--- src/rtl/gregorian_date_adder_core_macros.svh ---
// Assertion macros for the Gregorian date adder core.
// Used by the top level only; no other dependencies.
`ifndef GREGORIAN_DATE_ADDER_CORE_MACROS_SVH
`define GREGORIAN_DATE_ADDER_CORE_MACROS_SVH

// Condition that must hold at every clock edge outside reset.
`define GDA_ASSERT_INV(label, clk_s, rstn_s, cond, msg) \
  label: assert property (@(posedge clk_s) disable iff (!rstn_s) (cond)) else $error(msg);

// Same-cycle implication.
`define GDA_ASSERT_IMPL(label, clk_s, rstn_s, ante, cons, msg) \
  label: assert property (@(posedge clk_s) disable iff (!rstn_s) (ante) |-> (cons)) \
    else $error(msg);

// Next-cycle implication.
`define GDA_ASSERT_NEXT(label, clk_s, rstn_s, ante, cons, msg) \
  label: assert property (@(posedge clk_s) disable iff (!rstn_s) (ante) |=> (cons)) \
    else $error(msg);

`endif

--- src/rtl/gda_pkg.sv ---
// Shared types, codes, constants and calendar functions of the date adder.
// No dependencies; imported by gda_step and gregorian_date_adder_core.
`timescale 1ns / 1ps

package gda_pkg;

  localparam int DAY_W  = 5;
  localparam int MON_W  = 4;
  localparam int YEAR_W = 14;

  localparam logic [YEAR_W-1:0] MAX_YEAR = 14'd9999;
  localparam int COUNT_BITS = 16;
  // Count bits actually taken from the 16-bit day_count field.
  localparam int CNT_W = (COUNT_BITS < 16) ? COUNT_BITS : 16;
  // Subtractor width: holds the count or a year length, plus a borrow bit.
  localparam int SUB_W = ((CNT_W > 9) ? CNT_W : 9) + 1;

  localparam logic [1:0] FN_LOAD = 2'd0;
  localparam logic [1:0] FN_ADD  = 2'd1;
  localparam logic [1:0] FN_SUB  = 2'd2;
  localparam logic [1:0] FN_CMP  = 2'd3;

  localparam logic [1:0] STAT_OK      = 2'd0;
  localparam logic [1:0] STAT_INVALID = 2'd1;
  localparam logic [1:0] STAT_SAT     = 2'd2;

  localparam logic [1:0] ORD_EQUAL   = 2'd0;
  localparam logic [1:0] ORD_EARLIER = 2'd1;
  localparam logic [1:0] ORD_LATER   = 2'd2;

  localparam logic [DAY_W-1:0] MONTH_LEN [12] = '{
    5'd31, 5'd28, 5'd31, 5'd30, 5'd31, 5'd30, 5'd31, 5'd31, 5'd30, 5'd31, 5'd30, 5'd31
  };

  typedef struct packed {
    logic [YEAR_W-1:0] year;
    logic [MON_W-1:0]  month;
    logic [DAY_W-1:0]  day;
  } date_t;

  typedef struct packed {
    logic done;       // count used up or limit reached
    logic sat;        // stopped at a calendar limit with days left
    logic year_miss;  // whole-year jump did not fit the remaining count
  } step_res_t;

  // Leap rule. The century test divides y/4 by 25 through a reciprocal
  // multiply, which is exact for every 12-bit quotient.
  function automatic logic is_leap(input logic [YEAR_W-1:0] y);
    logic [11:0] x;
    logic [23:0] prod;
    logic [7:0]  q;
    logic [11:0] q_ext;
    logic [11:0] q25;
    logic        century;
    x       = y[YEAR_W-1:2];
    prod    = {12'd0, x} * 24'd1311;
    q       = prod[22:15];
    q_ext   = {4'd0, q};
    q25     = (q_ext << 4) + (q_ext << 3) + q_ext;
    century = (q25 == x);
    return (y[1:0] == 2'd0) && (!century || (q[1:0] == 2'd0));
  endfunction

  function automatic logic [DAY_W-1:0] days_in_month(input logic [MON_W-1:0] m,
                                                     input logic leap);
    logic [DAY_W-1:0] len;
    if ((m < 4'd1) || (m > 4'd12)) begin
      len = 5'd31;
    end else if ((m == 4'd2) && leap) begin
      len = 5'd29;
    end else begin
      len = MONTH_LEN[4'(m - 4'd1)];
    end
    return len;
  endfunction

  function automatic logic date_valid(input logic [DAY_W-1:0] d,
                                      input logic [MON_W-1:0] m,
                                      input logic [YEAR_W-1:0] y);
    logic ok;
    ok = (y != '0) && (y <= MAX_YEAR) && (m >= 4'd1) && (m <= 4'd12) && (d != '0);
    return ok && (d <= days_in_month(m, is_leap(y)));
  endfunction

endpackage

--- src/rtl/gda_step.sv ---
// One step of the day-count walk: a whole year, the rest of a month, or the final days.
// Depends on gda_pkg; instantiated by gregorian_date_adder_core.
`timescale 1ns / 1ps

module gda_step (
  input  gda_pkg::date_t             cur,
  input  logic [gda_pkg::CNT_W-1:0]  cnt,
  input  logic                       down,
  input  logic                       no_year,
  output gda_pkg::date_t             nxt,
  output logic [gda_pkg::CNT_W-1:0]  cnt_nxt,
  output gda_pkg::step_res_t         res
);
  import gda_pkg::*;

  logic             leap_y;
  logic [DAY_W-1:0] dim;
  logic [8:0]       ylen;
  logic             use_year;
  logic [8:0]       k;
  logic [SUB_W-1:0] diff;
  logic             borrow;
  logic [DAY_W-1:0] n_lo;

  assign leap_y = is_leap(cur.year);
  assign dim    = days_in_month(cur.month, leap_y);
  assign ylen   = leap_y ? 9'd366 : 9'd365;
  assign n_lo   = cnt[DAY_W-1:0];

  assign use_year = !no_year &&
                    (down ? ((cur.month == 4'd12) && (cur.day == 5'd31) &&
                             (cur.year >= 14'd2))
                          : ((cur.month == 4'd1) && (cur.day == 5'd1) &&
                             (cur.year < MAX_YEAR)));

  // The one shared subtractor: remaining count minus the days this step would use.
  always_comb begin
    if (use_year) begin
      k = ylen;
    end else if (down) begin
      k = {4'd0, cur.day};
    end else begin
      k = 9'({4'd0, dim} - {4'd0, cur.day} + 9'd1);
    end
  end

  assign diff   = SUB_W'(cnt) - SUB_W'(k);
  assign borrow = diff[SUB_W-1];

  always_comb begin
    nxt     = cur;
    cnt_nxt = cnt;
    res     = '0;
    priority if (cnt == '0) begin
      res.done = 1'b1;
    end else if (!down && (cur.year > MAX_YEAR)) begin
      nxt.day   = 5'd31;
      nxt.month = 4'd12;
      nxt.year  = MAX_YEAR;
      res.sat   = 1'b1;
      res.done  = 1'b1;
    end else if (use_year) begin
      if (borrow) begin
        res.year_miss = 1'b1;
      end else begin
        nxt.year = down ? (cur.year - 14'd1) : (cur.year + 14'd1);
        cnt_nxt  = diff[CNT_W-1:0];
      end
    end else if (borrow) begin
      nxt.day  = down ? (cur.day - n_lo) : (cur.day + n_lo);
      res.done = 1'b1;
    end else if (!down && (cur.year == MAX_YEAR) && (cur.month == 4'd12)) begin
      nxt.day  = 5'd31;
      res.sat  = 1'b1;
      res.done = 1'b1;
    end else if (down && (cur.month == 4'd1) && (cur.year <= 14'd1)) begin
      nxt.day  = 5'd1;
      nxt.year = 14'd1;
      res.sat  = 1'b1;
      res.done = 1'b1;
    end else begin
      cnt_nxt = diff[CNT_W-1:0];
      if (down) begin
        if (cur.month == 4'd1) begin
          nxt.month = 4'd12;
          nxt.year  = cur.year - 14'd1;
          nxt.day   = 5'd31;
        end else begin
          nxt.month = cur.month - 4'd1;
          nxt.day   = days_in_month(cur.month - 4'd1, leap_y);
        end
      end else begin
        nxt.day = 5'd1;
        if (cur.month == 4'd12) begin
          nxt.month = 4'd1;
          nxt.year  = cur.year + 14'd1;
        end else begin
          nxt.month = cur.month + 4'd1;
        end
      end
    end
  end

endmodule

--- src/rtl/gregorian_date_adder_core.sv ---
// Top level of the Gregorian date adder: stream ports, sequencer, stored date, result register.
// Depends on gda_pkg, gda_step and gregorian_date_adder_core_macros.svh.
`timescale 1ns / 1ps
`include "gregorian_date_adder_core_macros.svh"

// Channel   Direction  Handshake            Payload
// in_       slave      in_tvalid/in_tready  tdata: date and day count, tuser: operation
// out_      master     out_tvalid/out_tready tdata: stored date, tuser: status and order
//
// Load and compare pass from the idle state through the done state into the result register.
// Add and subtract also pass through the run state, which walks the count in steps of the
// shared step unit: one step per whole year crossed from Jan 1 (or back from Dec 31), one per
// month boundary crossed, plus one when a year jump first fails to fit, and a final step.
// Synchronous active-low reset sets the date to 01.01.2000 and empties the result slot.
// A waiting result does not block the next input transaction; a finished operation
// waits in its done state until the result register is free.

module gregorian_date_adder_core (
  input  logic        clk,
  input  logic        rst_n,
  input  logic        in_tvalid,
  output logic        in_tready,
  input  logic [39:0] in_tdata,   // day_in[4:0], month_in[8:5], year_in[22:9],
                                  // day_count[38:23], zero pad[39]
  input  logic [1:0]  in_tuser,   // func[1:0]
  output logic        out_tvalid,
  input  logic        out_tready,
  output logic [23:0] out_tdata,  // day_out[4:0], month_out[8:5], year_out[22:9]
  output logic [3:0]  out_tuser   // status[1:0], order[3:2]
);
  import gda_pkg::*;

  // Idle takes the next transaction, run walks the count, done hands off the result.
  typedef enum logic [1:0] {ST_IDLE, ST_RUN, ST_DONE} state_t;

  state_t           state_r;
  date_t            cur_r;
  logic [CNT_W-1:0] cnt_r;
  logic             down_r;
  logic             no_year_r;
  logic [1:0]       stat_r;
  logic [1:0]       ord_r;
  logic             out_tvalid_r;
  date_t            out_date_r;
  logic [1:0]       out_stat_r;
  logic [1:0]       out_ord_r;

  // Input fields.
  logic [1:0]        func;
  logic [DAY_W-1:0]  day_in;
  logic [MON_W-1:0]  month_in;
  logic [YEAR_W-1:0] year_in;
  logic [CNT_W-1:0]  count_in;

  assign func     = in_tuser;
  assign day_in   = in_tdata[4:0];
  assign month_in = in_tdata[8:5];
  assign year_in  = in_tdata[22:9];
  assign count_in = in_tdata[23 +: CNT_W];

  logic                    in_fire;
  logic                    load_ok;
  logic [22:0]             cmp_a;
  logic [22:0]             cmp_b;
  logic [1:0]              cmp_ord;
  logic                    out_free;

  assign in_tready = (state_r == ST_IDLE);
  assign in_fire   = in_tvalid && in_tready;
  assign load_ok   = date_valid(day_in, month_in, year_in);

  // Compare orders the raw input fields by year, then month, then day.
  assign cmp_a   = {year_in, month_in, day_in};
  assign cmp_b   = {cur_r.year, cur_r.month, cur_r.day};
  assign cmp_ord = (cmp_a == cmp_b) ? ORD_EQUAL : ((cmp_a < cmp_b) ? ORD_EARLIER : ORD_LATER);

  assign out_free = !out_tvalid_r || out_tready;

  // Shared step unit.
  date_t            step_nxt;
  logic [CNT_W-1:0] step_cnt;
  step_res_t        step_res;

  gda_step u_step (
    .cur     (cur_r),
    .cnt     (cnt_r),
    .down    (down_r),
    .no_year (no_year_r),
    .nxt     (step_nxt),
    .cnt_nxt (step_cnt),
    .res     (step_res)
  );

  always_ff @(posedge clk) begin
    if (!rst_n) begin
      state_r      <= ST_IDLE;
      cur_r.day    <= 5'd1;
      cur_r.month  <= 4'd1;
      cur_r.year   <= 14'd2000;
      out_tvalid_r <= 1'b0;
      no_year_r    <= 1'b0;
      down_r       <= 1'b0;
    end else begin
      // In the done state the result slot is refilled whenever it drains.
      if (out_tvalid_r && out_tready && (state_r != ST_DONE)) begin
        out_tvalid_r <= 1'b0;
      end
      unique case (state_r)
        ST_IDLE: begin
          if (in_fire) begin
            unique case (func)
              FN_LOAD: begin
                if (load_ok) begin
                  cur_r.day   <= day_in;
                  cur_r.month <= month_in;
                  cur_r.year  <= year_in;
                end
                stat_r  <= load_ok ? STAT_OK : STAT_INVALID;
                ord_r   <= ORD_EQUAL;
                state_r <= ST_DONE;
              end
              FN_ADD, FN_SUB: begin
                cnt_r     <= count_in;
                down_r    <= (func == FN_SUB);
                no_year_r <= 1'b0;
                stat_r    <= STAT_OK;
                ord_r     <= ORD_EQUAL;
                state_r   <= ST_RUN;
              end
              FN_CMP: begin
                stat_r  <= STAT_OK;
                ord_r   <= cmp_ord;
                state_r <= ST_DONE;
              end
              default: begin
                stat_r  <= STAT_OK;
                ord_r   <= ORD_EQUAL;
                state_r <= ST_DONE;
              end
            endcase
          end
        end
        ST_RUN: begin
          cur_r <= step_nxt;
          cnt_r <= step_cnt;
          if (step_res.year_miss) begin
            no_year_r <= 1'b1;
          end
          if (step_res.done) begin
            stat_r  <= step_res.sat ? STAT_SAT : STAT_OK;
            state_r <= ST_DONE;
          end
        end
        ST_DONE: begin
          if (out_free) begin
            out_date_r   <= cur_r;
            out_stat_r   <= stat_r;
            out_ord_r    <= ord_r;
            out_tvalid_r <= 1'b1;
            state_r      <= ST_IDLE;
          end
        end
        default: begin
          state_r <= ST_IDLE;
        end
      endcase
    end
  end

  assign out_tvalid = out_tvalid_r;
  assign out_tdata  = {out_date_r.year, out_date_r.month, out_date_r.day};
  assign out_tuser  = {out_ord_r, out_stat_r};

  // The stored date always holds a real month and a nonzero day.
  `GDA_ASSERT_INV(a_cur_date_sane, clk, rst_n, (cur_r.month >= 4'd1) && (cur_r.month <= 4'd12) && (cur_r.day != 5'd0), "stored date out of range")
  // Only one operation is in flight at a time.
  `GDA_ASSERT_NEXT(a_one_in_flight, clk, rst_n, in_tvalid && in_tready, !in_tready, "input taken while busy")
  // A saturated result sits on one of the two calendar limits.
  `GDA_ASSERT_IMPL(a_sat_at_limit, clk, rst_n, out_tvalid_r && (out_stat_r == STAT_SAT), ((out_date_r.day == 5'd31) && (out_date_r.month == 4'd12) && (out_date_r.year == MAX_YEAR)) || ((out_date_r.day == 5'd1) && (out_date_r.month == 4'd1) && (out_date_r.year == 14'd1)), "saturated date is not a limit")

endmodule
--- config.mk ---
export PLATFORM = sky130hd
export DESIGN_NAME = gregorian_date_adder_core
export DESIGN_NICKNAME = d
export VERILOG_FILES = /design/src/rtl/gda_pkg.sv /design/src/rtl/gda_step.sv /design/src/rtl/gregorian_date_adder_core.sv
export VERILOG_INCLUDE_DIRS = /design/src /design/src/rtl
export SDC_FILE = /design/constraint.sdc
export NUM_CORES = 1
export LEC_CHECK = 0
export ABC_AREA = 1
export BUFFER_PORTS_ARGS = -buffer_cell sky130_fd_sc_hd__buf_4
export CORE_UTILIZATION = 55
export CTS_CLUSTER_DIAMETER = 80
export DETAILED_ROUTE_END_ITERATION = 6
export HOLD_SLACK_MARGIN = 0.03
export PLACE_DENSITY_LB_ADDON = 0.1
export SLEW_MARGIN = 20
export SYNTH_ARGS = -nofsm -noshare
export SYNTH_HDL_FRONTEND = slang
export SYNTH_SLANG_ARGS = --single-unit
--- constraint.sdc ---
create_clock -name clk -period 23 [get_ports clk]
set_clock_uncertainty 0.1 [all_clocks]
set_input_delay 3.45 -clock clk [delete_from_list [all_inputs] [get_ports clk]]
set_output_delay 3.45 -clock clk [all_outputs]
set_load 0.02 [all_outputs]
==> results of run 1 <==
==> flip-flops by register name (all words and copies together), names as in the netlist <==
signal,flops
state_r,2
cmp_b,23
out_tvalid,1
stat_r,2
out_stat_r,2
down_r,1
ord_r,2
out_tdata,23
no_year_r,1
cnt_r,16
out_ord_r,2
==> area by class of cell <==
cell class              instances  area (um2)  share of cell area
multi-input cells            1173        9710               0.679
flip-flops and latches         75        1970               0.138
inverters                     346        1300              0.0909
repair buffers                 82         616              0.0431
well taps                     319         399              0.0279
clock buffers                  11         243              0.0170
clock inverters                 5        61.3             0.00429
==> placed cells by master (no fill, tap or decap), types with 7 or more instances in the layout <==
master,instances
o22ai_1,10
clkbuf_16,9
o21ai_0,81
xnor2_1,22
or2_2,9
nand2_1,259
a31oi_1,8
a21oi_2,10
ha_1,283
inv_2,10
inv_1,334
nand4_1,20
nor3_1,16
nand2_2,15
dfxtp_1,28
buf_4,82
nand3_1,52
o21bai_1,7
a21oi_1,86
fa_1,97
edfxtp_1,47
nor2_1,77
xor2_1,41
==> through the flow <==
step / util / cells / hold WS, ns / worst slack (ns) / instance area [um2]
5_1_grt: 0.611 / 2011 / 0.326 / 10.35 / 14300
4_1_cts: 0.611 / 2011 / 0.320 / 11.27 / 14300
3_5_place_dp: 0.598 / 1995 / 0.306 / 10.91 / 14000
3_3_place_gp: 0.598 / 1995 / 0.302 / 11.00 / 14000
2_1_floorplan: - / 1614 / 0.300 / 12.41 / 13100
6_report: 0.611 / 2011 / 0.318 / 11.19 / 14300
==> routing by layer <==
metal	part of all wire	routed length, um	vias up	GRT usage
li1	-	-	5384	-
met1	0.46	14100	4961	0.350
met2	0.48	14700	233	0.463
met3	0.044	1350	44	0.0238
met4	0.021	661	0	0.0845
met5	0	0	-	0
==> critical path: cells and delay by family <==
| family | cells | cell delay (ns) |
|---|---|---|
| AOI/OAI and AO/OA | 9 | 1.41 |
| buffers and inverters | 9 | 0.99 |
| adders and majority gates | 10 | 3.83 |
| and+or+nand+nor | 17 | 2.00 |
| xor gates and xnor gates | 1 | 0.24 |
==> how the worst max path moves through the flow <==
stage / start / to / slack (ns) / depth (start not counted)
after floorplan: in_tdata[19] / cmp_b[16] / 12.41 / 40
after global placement: in_tdata[13] / cmp_b[16] / 11.00 / 46
after detailed placement: in_tdata[13] / cmp_b[16] / 10.91 / 46
after CTS: in_tdata[13] / cmp_b[16] / 11.27 / 46
after global routing: cmp_b[18] / cmp_b[16] / 10.35 / 62
final: in_tdata[13] / cmp_b[16] / 11.19 / 46
==> logic make-up after synthesis <==
| kind of cell | after synthesis | synth area share |
|---|---|---|
| other cells | 1 | 0.000287 |
| simple gates | 473 | 0.161 |
| compound gates | 254 | 0.116 |
| fa+ha+maj | 380 | 0.419 |
| flops | 75 | 0.151 |
| xor+xnor | 65 | 0.0451 |
| buf+inv | 366 | 0.108 |
==> flow_metrics.env, run 1 <==
export IMPL_status="completed"
export IMPL_critPathArrivalTime_ns=11.92
export IMPL_worstHoldStart="ord_r[1]"
export IMPL_vias=10622
export IMPL_min_delay_path_class="register to register"
export IMPL_synth_flop_cell="edfxtp_1"
export IMPL_grt_max_degree=34
export IMPL_seq_area_frac_synth=0.151
export IMPL_avgSynthCellArea_um2=8.11
export IMPL_final_max_slew_viol_count=0
export IMPL_cts_max_level=3
export IMPL_wl_per_cell_um=15.3
export IMPL_max_freq_ghz=0.0846
export IMPL_nets=2113
export IMPL_ctsLongestPathBuffers=2
export IMPL_yosysWarnings=0
export IMPL_worst_pin_slew_ns=0.814
export IMPL_crit_path_start_kind="primary input"
export IMPL_area_growth_pct=9.23
export IMPL_slowest_delay_ns=0.55
export IMPL_netlist_area_leader_share=0.271
export IMPL_synth_edf_count=47
export IMPL_gp_congestion=0.916
export IMPL_rsz0062_at_grt="no"
export IMPL_cp_end_kind="register"
export IMPL_dr_pass1_iters=5
export IMPL_dp_hpwl_um=24900
export IMPL_numCtsBuffers=9
export IMPL_post_cts_resized=0
export IMPL_cp_slowest_cell="fa_1"
export IMPL_setup_tns_ns=0
export IMPL_grt_first_pass_wirelength_um=50900
export IMPL_die_h_um=156
export IMPL_maxCapViolCount=0
export IMPL_ys_top_cells_by_count="inv_1 (334), ha_1 (283), nand2_1 (259)"
export IMPL_postCtsSetupRepairBufs=0
export IMPL_routed_wl_um=30800
export IMPL_die_x_um=156
export IMPL_synthTopCellsByArea="ha_1 (27%), fa_1 (15%), edfxtp_1 (11%)"
export IMPL_min_to="out_ord_r[1]"
export IMPL_syn_nets=2040
export IMPL_grt_overflow=0
export IMPL_worstSetupPathType="primary input to register"
export IMPL_required_ns=23.11
export IMPL_drtAntennaViolNets=0
export IMPL_cts_tree="built"
export IMPL_setup_viol=0
export IMPL_layout_min_cycle_time_ns=11.81
export IMPL_period_share=0.514
export IMPL_routed_via_density=5.28
export IMPL_drt_iter0_drc=503
export IMPL_grt_pass1_vias=10358
export IMPL_cts_root_buffer="clkbuf_16"
export IMPL_crit_fanout=23
export IMPL_yosys_cell_count_top_type="inv_1"
export IMPL_clk_pin_slew_ns=0.06
export IMPL_gr_usage_all_layers=0.267
export IMPL_initial_core_util=0.559
export IMPL_coreArea_um2=23400
export IMPL_fp_row_count=56
export IMPL_drc_errors=0
export IMPL_antenna_found_initial=0
export IMPL_worstSkewPairLatency_ns=0.35
export IMPL_synthDistinctLibCells=62
export IMPL_finalHoldViolations=0
export IMPL_port_buffer_count=73
export IMPL_diodes=0
export IMPL_max_slew_margin=0.457
export IMPL_syn_inst=1614
export IMPL_drive_gt1_frac=0.0993
export IMPL_r2r_cells=62
export IMPL_timing_rr_start="cmp_b[18]"
export IMPL_synthArstFlopShare=0
export IMPL_yosys_area_top_type="ha_1"
export IMPL_regToRegEndpoint="cmp_b[16]"
export IMPL_ioPinCount=76
export IMPL_ff2ff_setup_slack_ns=11.27
export IMPL_holdBufCountCts=0
export IMPL_ys_seq_elements=75
export IMPL_dieArea_um2=24400
export IMPL_nFillCells=2165
export IMPL_clock_sinks=75
export IMPL_hold_path_depth=0
export IMPL_syn_area_um2=13100
Power of run 1 is not shown: default switching activity piles up to over one toggle a cycle in this logic, so the estimate is an artifact.
==> inputs of run 2 (changes only) <==
==> constraint.sdc (replaced) <==
create_clock -name clk -period 10 [get_ports clk]
set_clock_uncertainty 0.1 [all_clocks]
set_input_delay 1.5 -clock clk [delete_from_list [all_inputs] [get_ports clk]]
set_output_delay 1.5 -clock clk [all_outputs]
set_load 0.02 [all_outputs]
==> flow_metrics.env, run 2 (synthesized netlist as in run 1, its figures left out) <==
export IMPL_cts_tree="built"
export IMPL_dr_pass1_iters=7
export IMPL_drc_errors=0
export IMPL_cp_slowest_cell="fa_2"
export IMPL_drive_gt1_frac=0.231
export IMPL_nFillCells=1961
export IMPL_holdBufCountCts=0
export IMPL_min_to="out_ord_r[1]"
export IMPL_slowest_delay_ns=0.62
export IMPL_grt_pass1_vias=11454
export IMPL_hold_path_depth=0
export IMPL_finalHoldViolations=0
export IMPL_crit_top_cell="nand2_1"
export IMPL_timing_rr_start="cmp_b[19]"
export IMPL_worstHoldStart="ord_r[1]"
export IMPL_numCtsBuffers=9
export IMPL_worstSetupPathType="register to register"
export IMPL_fp_row_count=56
export IMPL_grt_max_degree=34
export IMPL_clock_sinks=75
export IMPL_gr_usage_all_layers=0.286
export IMPL_worstSkewPairLatency_ns=0.34
export IMPL_die_x_um=156
export IMPL_grt_overflow=0
export IMPL_critPathArrivalTime_ns=9.98
export IMPL_antenna_found_initial=0
export IMPL_nets=2265
export IMPL_diodes=0
export IMPL_ff2ff_setup_slack_ns=0.008
export IMPL_setup_viol=0
export IMPL_worst_pin_slew_ns=0.868
export IMPL_dp_hpwl_um=26800
export IMPL_vias=11479
export IMPL_layout_min_cycle_time_ns=9.99
export IMPL_crit_fanout=4
export IMPL_maxCapViolCount=0
export IMPL_die_h_um=156
export IMPL_regToRegEndpoint="cnt_r[15]"
export IMPL_coreArea_um2=23400
export IMPL_dieArea_um2=24400
export IMPL_post_route_util=0.689
export IMPL_status="completed"
export IMPL_layout_common_cells="inv_1 (312), ha_1 (265), nand2_1 (246)"
export IMPL_ctsLongestPathBuffers=2
export IMPL_max_freq_ghz=0.100
export IMPL_drtAntennaViolNets=0
export IMPL_final_common_cell="inv_1"
export IMPL_required_ns=9.99
export IMPL_cts_max_level=3
export IMPL_routed_wl_um=33800
export IMPL_max_slew_margin=0.420
export IMPL_gp_congestion=0.897
export IMPL_drt_iter0_drc=471
export IMPL_min_delay_path_class="register to register"
export IMPL_area_growth_pct=23.1
export IMPL_routed_via_density=5.31
export IMPL_final_max_slew_viol_count=0
export IMPL_setup_tns_ns=0
export IMPL_cp_end_kind="register"
export IMPL_ioPinCount=76
export IMPL_period_share=0.999
export IMPL_r2r_cells=62
export IMPL_grt_first_pass_wirelength_um=54800
export IMPL_crit_path_start_kind="register"
export IMPL_cts_root_buffer="clkbuf_16"
export IMPL_initial_core_util=0.559
export IMPL_rsz0062_at_grt="yes"
export IMPL_port_buffer_count=73
export IMPL_wl_per_cell_um=15.6
export IMPL_clk_pin_slew_ns=0.07
-- run 2: timing repair --
action                     CTS  global route
setup endpoints to repair   53            57
buffers inserted            26            13
gates resized for setup     63           107
pin swaps                   54            51
-- run 2: area by class of cell --
| cell class | instances | area, um2 | share of cell area |
|---|---|---|---|
| well taps | 319 | 399 | 0.0248 |
| inverters | 346 | 1310 | 0.0812 |
| flip-flops and latches | 75 | 2010 | 0.124 |
| multi-input cells | 1173 | 10200 | 0.634 |
| clock inverters | 5 | 83.8 | 0.00520 |
| clock buffers | 11 | 253 | 0.0157 |
| repair buffers | 234 | 1850 | 0.115 |
-- run 2: routing by layer --
metal / global-route usage / up-vias / share of wire
met5: 0 / - / 0
met4: 0.105 / 0 / 0.029
met3: 0.0332 / 79 / 0.053
met2: 0.506 / 329 / 0.50
met1: 0.357 / 5376 / 0.42
li1: - / 5695 / -
-- run 2: worst max-delay path: cells and delay by family, from the launching register on --
family	cells	cell delay (ns)
DFF	1	0.37
buffers and inverters	11	0.70
AOI/OAI and AO/OA	7	0.82
xor gates and xnor gates	2	0.31
and+or+nand+nor	30	2.64
adders and majority gates	12	4.79
-- run 2: per-stage QoR --
stage | hold WS [ns] | instances | cell area, um2 | worst slack, ns
6_report | 0.318 | 2163 | 16100 | 0.00793
2_1_floorplan | 0.300 | 1614 | 13100 | 0.220
3_5_place_dp | 0.307 | 2110 | 14900 | -0.296
3_3_place_gp | 0.302 | 2110 | 14900 | -0.253
5_1_grt | 0.328 | 2163 | 16100 | -0.566
4_1_cts | 0.321 | 2152 | 15600 | -0.0158
-- run 2: worst max-delay path by stage --
stage / start / slack (ns) / to / cells past startpoint
finish: cmp_b[19] / 0.008 / cnt_r[15] / 62
detailed placement: cmp_b[20] / -0.30 / stat_r[1] / 61
CTS: cmp_b[20] / -0.02 / cmp_b[3] / 61
floorplan: cmp_b[20] / 0.22 / cnt_r[0] / 57
global placement: cmp_b[15] / -0.25 / stat_r[1] / 64
global route: cmp_b[20] / -0.57 / cnt_r[15] / 60
Power of run 2 is left out for the same reason.
==> inputs of run 3 (changes only) <==
--- a/config.mk
+++ b/config.mk
@@ -8,7 +8,7 @@
 export LEC_CHECK = 0
 export ABC_AREA = 1
 export BUFFER_PORTS_ARGS = -buffer_cell sky130_fd_sc_hd__buf_4
-export CORE_UTILIZATION = 55
+export CORE_UTILIZATION = 40
 export CTS_CLUSTER_DIAMETER = 80
 export DETAILED_ROUTE_END_ITERATION = 6
 export HOLD_SLACK_MARGIN = 0.03
==> flow_metrics.env, run 3 (synthesized netlist as in run 1, its figures left out) <==
export IMPL_routed_via_density=4.94
export IMPL_layout_common_cells="inv_1 (305), ha_1 (267), nand2_1 (237)"
export IMPL_setup_tns_ns=0
export IMPL_cp_end_kind="register"
export IMPL_setup_viol=0
export IMPL_grt_overflow=0
export IMPL_ctsLongestPathBuffers=2
export IMPL_grt_max_degree=34
export IMPL_coreArea_um2=31900
export IMPL_cp_slowest_cell="fa_1"
export IMPL_numCtsBuffers=9
export IMPL_vias=11284
export IMPL_slowest_delay_ns=0.54
export IMPL_finalHoldViolations=0
export IMPL_worst_pin_slew_ns=0.877
export IMPL_required_ns=10.18
export IMPL_grt_first_pass_wirelength_um=57800
export IMPL_nFillCells=3142
export IMPL_dpl_cell_area_um2=15100
export IMPL_crit_family="adder cells"
export IMPL_cts_tree="built"
export IMPL_drc_errors=0
export IMPL_grt_pass1_vias=11244
export IMPL_crit_fanout=6
export IMPL_nets=2268
export IMPL_clk_pin_slew_ns=0.07
export IMPL_diodes=0
export IMPL_drtAntennaViolNets=0
export IMPL_dieArea_um2=33400
export IMPL_crit_buf_inv=19
export IMPL_rsz0062_at_grt="yes"
export IMPL_dr_pass1_iters=7
export IMPL_fp_row_count=65
export IMPL_cts_max_level=3
export IMPL_ioPinCount=76
export IMPL_drive_gt1_frac=0.244
export IMPL_die_x_um=183
export IMPL_wl_per_cell_um=15.6
export IMPL_min_delay_path_class="register to register"
export IMPL_final_common_cell="inv_1"
export IMPL_critPathArrivalTime_ns=10.12
export IMPL_layout_min_cycle_time_ns=9.94
export IMPL_worstSkewPairLatency_ns=0.36
export IMPL_gr_usage_all_layers=0.220
export IMPL_antenna_found_initial=0
export IMPL_die_h_um=183
export IMPL_crit_path_start_kind="register"
export IMPL_port_buffer_count=73
export IMPL_area_growth_pct=24.8
export IMPL_gp_congestion=0.872
export IMPL_final_area_um2=16300
export IMPL_status="completed"
export IMPL_clock_sinks=75
export IMPL_cts_root_buffer="clkbuf_16"
export IMPL_crit_top_cell="inv_2"
export IMPL_hold_ws_ns=0.323
export IMPL_dp_hpwl_um=28400
export IMPL_drt_iter0_drc=580
export IMPL_max_slew_margin=0.415
export IMPL_worstSetupPathType="register to register"
export IMPL_period_share=0.994
export IMPL_initial_core_util=0.411
export IMPL_max_freq_ghz=0.101
export IMPL_routed_wl_um=35600
export IMPL_maxCapViolCount=0
export IMPL_final_max_slew_viol_count=0
run 3: final timing paths:
path | start | to | slack [ns] | cells after the start
worst max-delay path | cmp_b[17] | cmp_b[20] | 0.06 | 64
worst min-delay path | stat_r[1] | out_stat_r[1] | 0.32 | 0
worst max register to register | cmp_b[17] | cmp_b[20] | 0.06 | 64
worst min register to register | stat_r[1] | out_stat_r[1] | 0.32 | 0
run 3: per-stage QoR:
step                instances  worst slack (ns)  utilization
detailed placement       2232            -0.543        0.473
global route             2282            -0.594        0.512
CTS                      2270           -0.0809        0.498
finish                   2282            0.0550        0.512
global placement         2232            -0.455        0.473
floorplan                1614             0.220            -
run 3: layout make-up:
type / count / area, um2 / area share
Multi-Input combinational cell: 1173 / 10200 / 0.627
Clock inverter: 6 / 68.8 / 0.00421
Inverter: 346 / 1300 / 0.0798
Sequential cell: 75 / 2000 / 0.122
Timing Repair Buffer: 237 / 1930 / 0.118
Tap cell: 435 / 544 / 0.0333
Clock buffer: 10 / 239 / 0.0146
run 3: routing by layer:
metal	track usage	routed length (um)	vias to the layer above
li1	-	-	5701
met1	0.287	16600	5359
met2	0.393	17400	196
met3	0.0264	1190	28
met4	0.0423	410	0
met5	0	0	-
run 3: what timing repair did:
| action | CTS | global route |
|---|---|---|
| endpoints found under the setup margin | 56 | 58 |
| buffers inserted | 21 | 12 |
| cloned | 2 | 2 |
| pin swaps | 58 | 67 |
| resized for setup | 103 | 92 |
| hold endpoints to repair | 0 | 0 |
| hold buffers | 0 | 0 |
Power of run 3 is left out for the same reason.
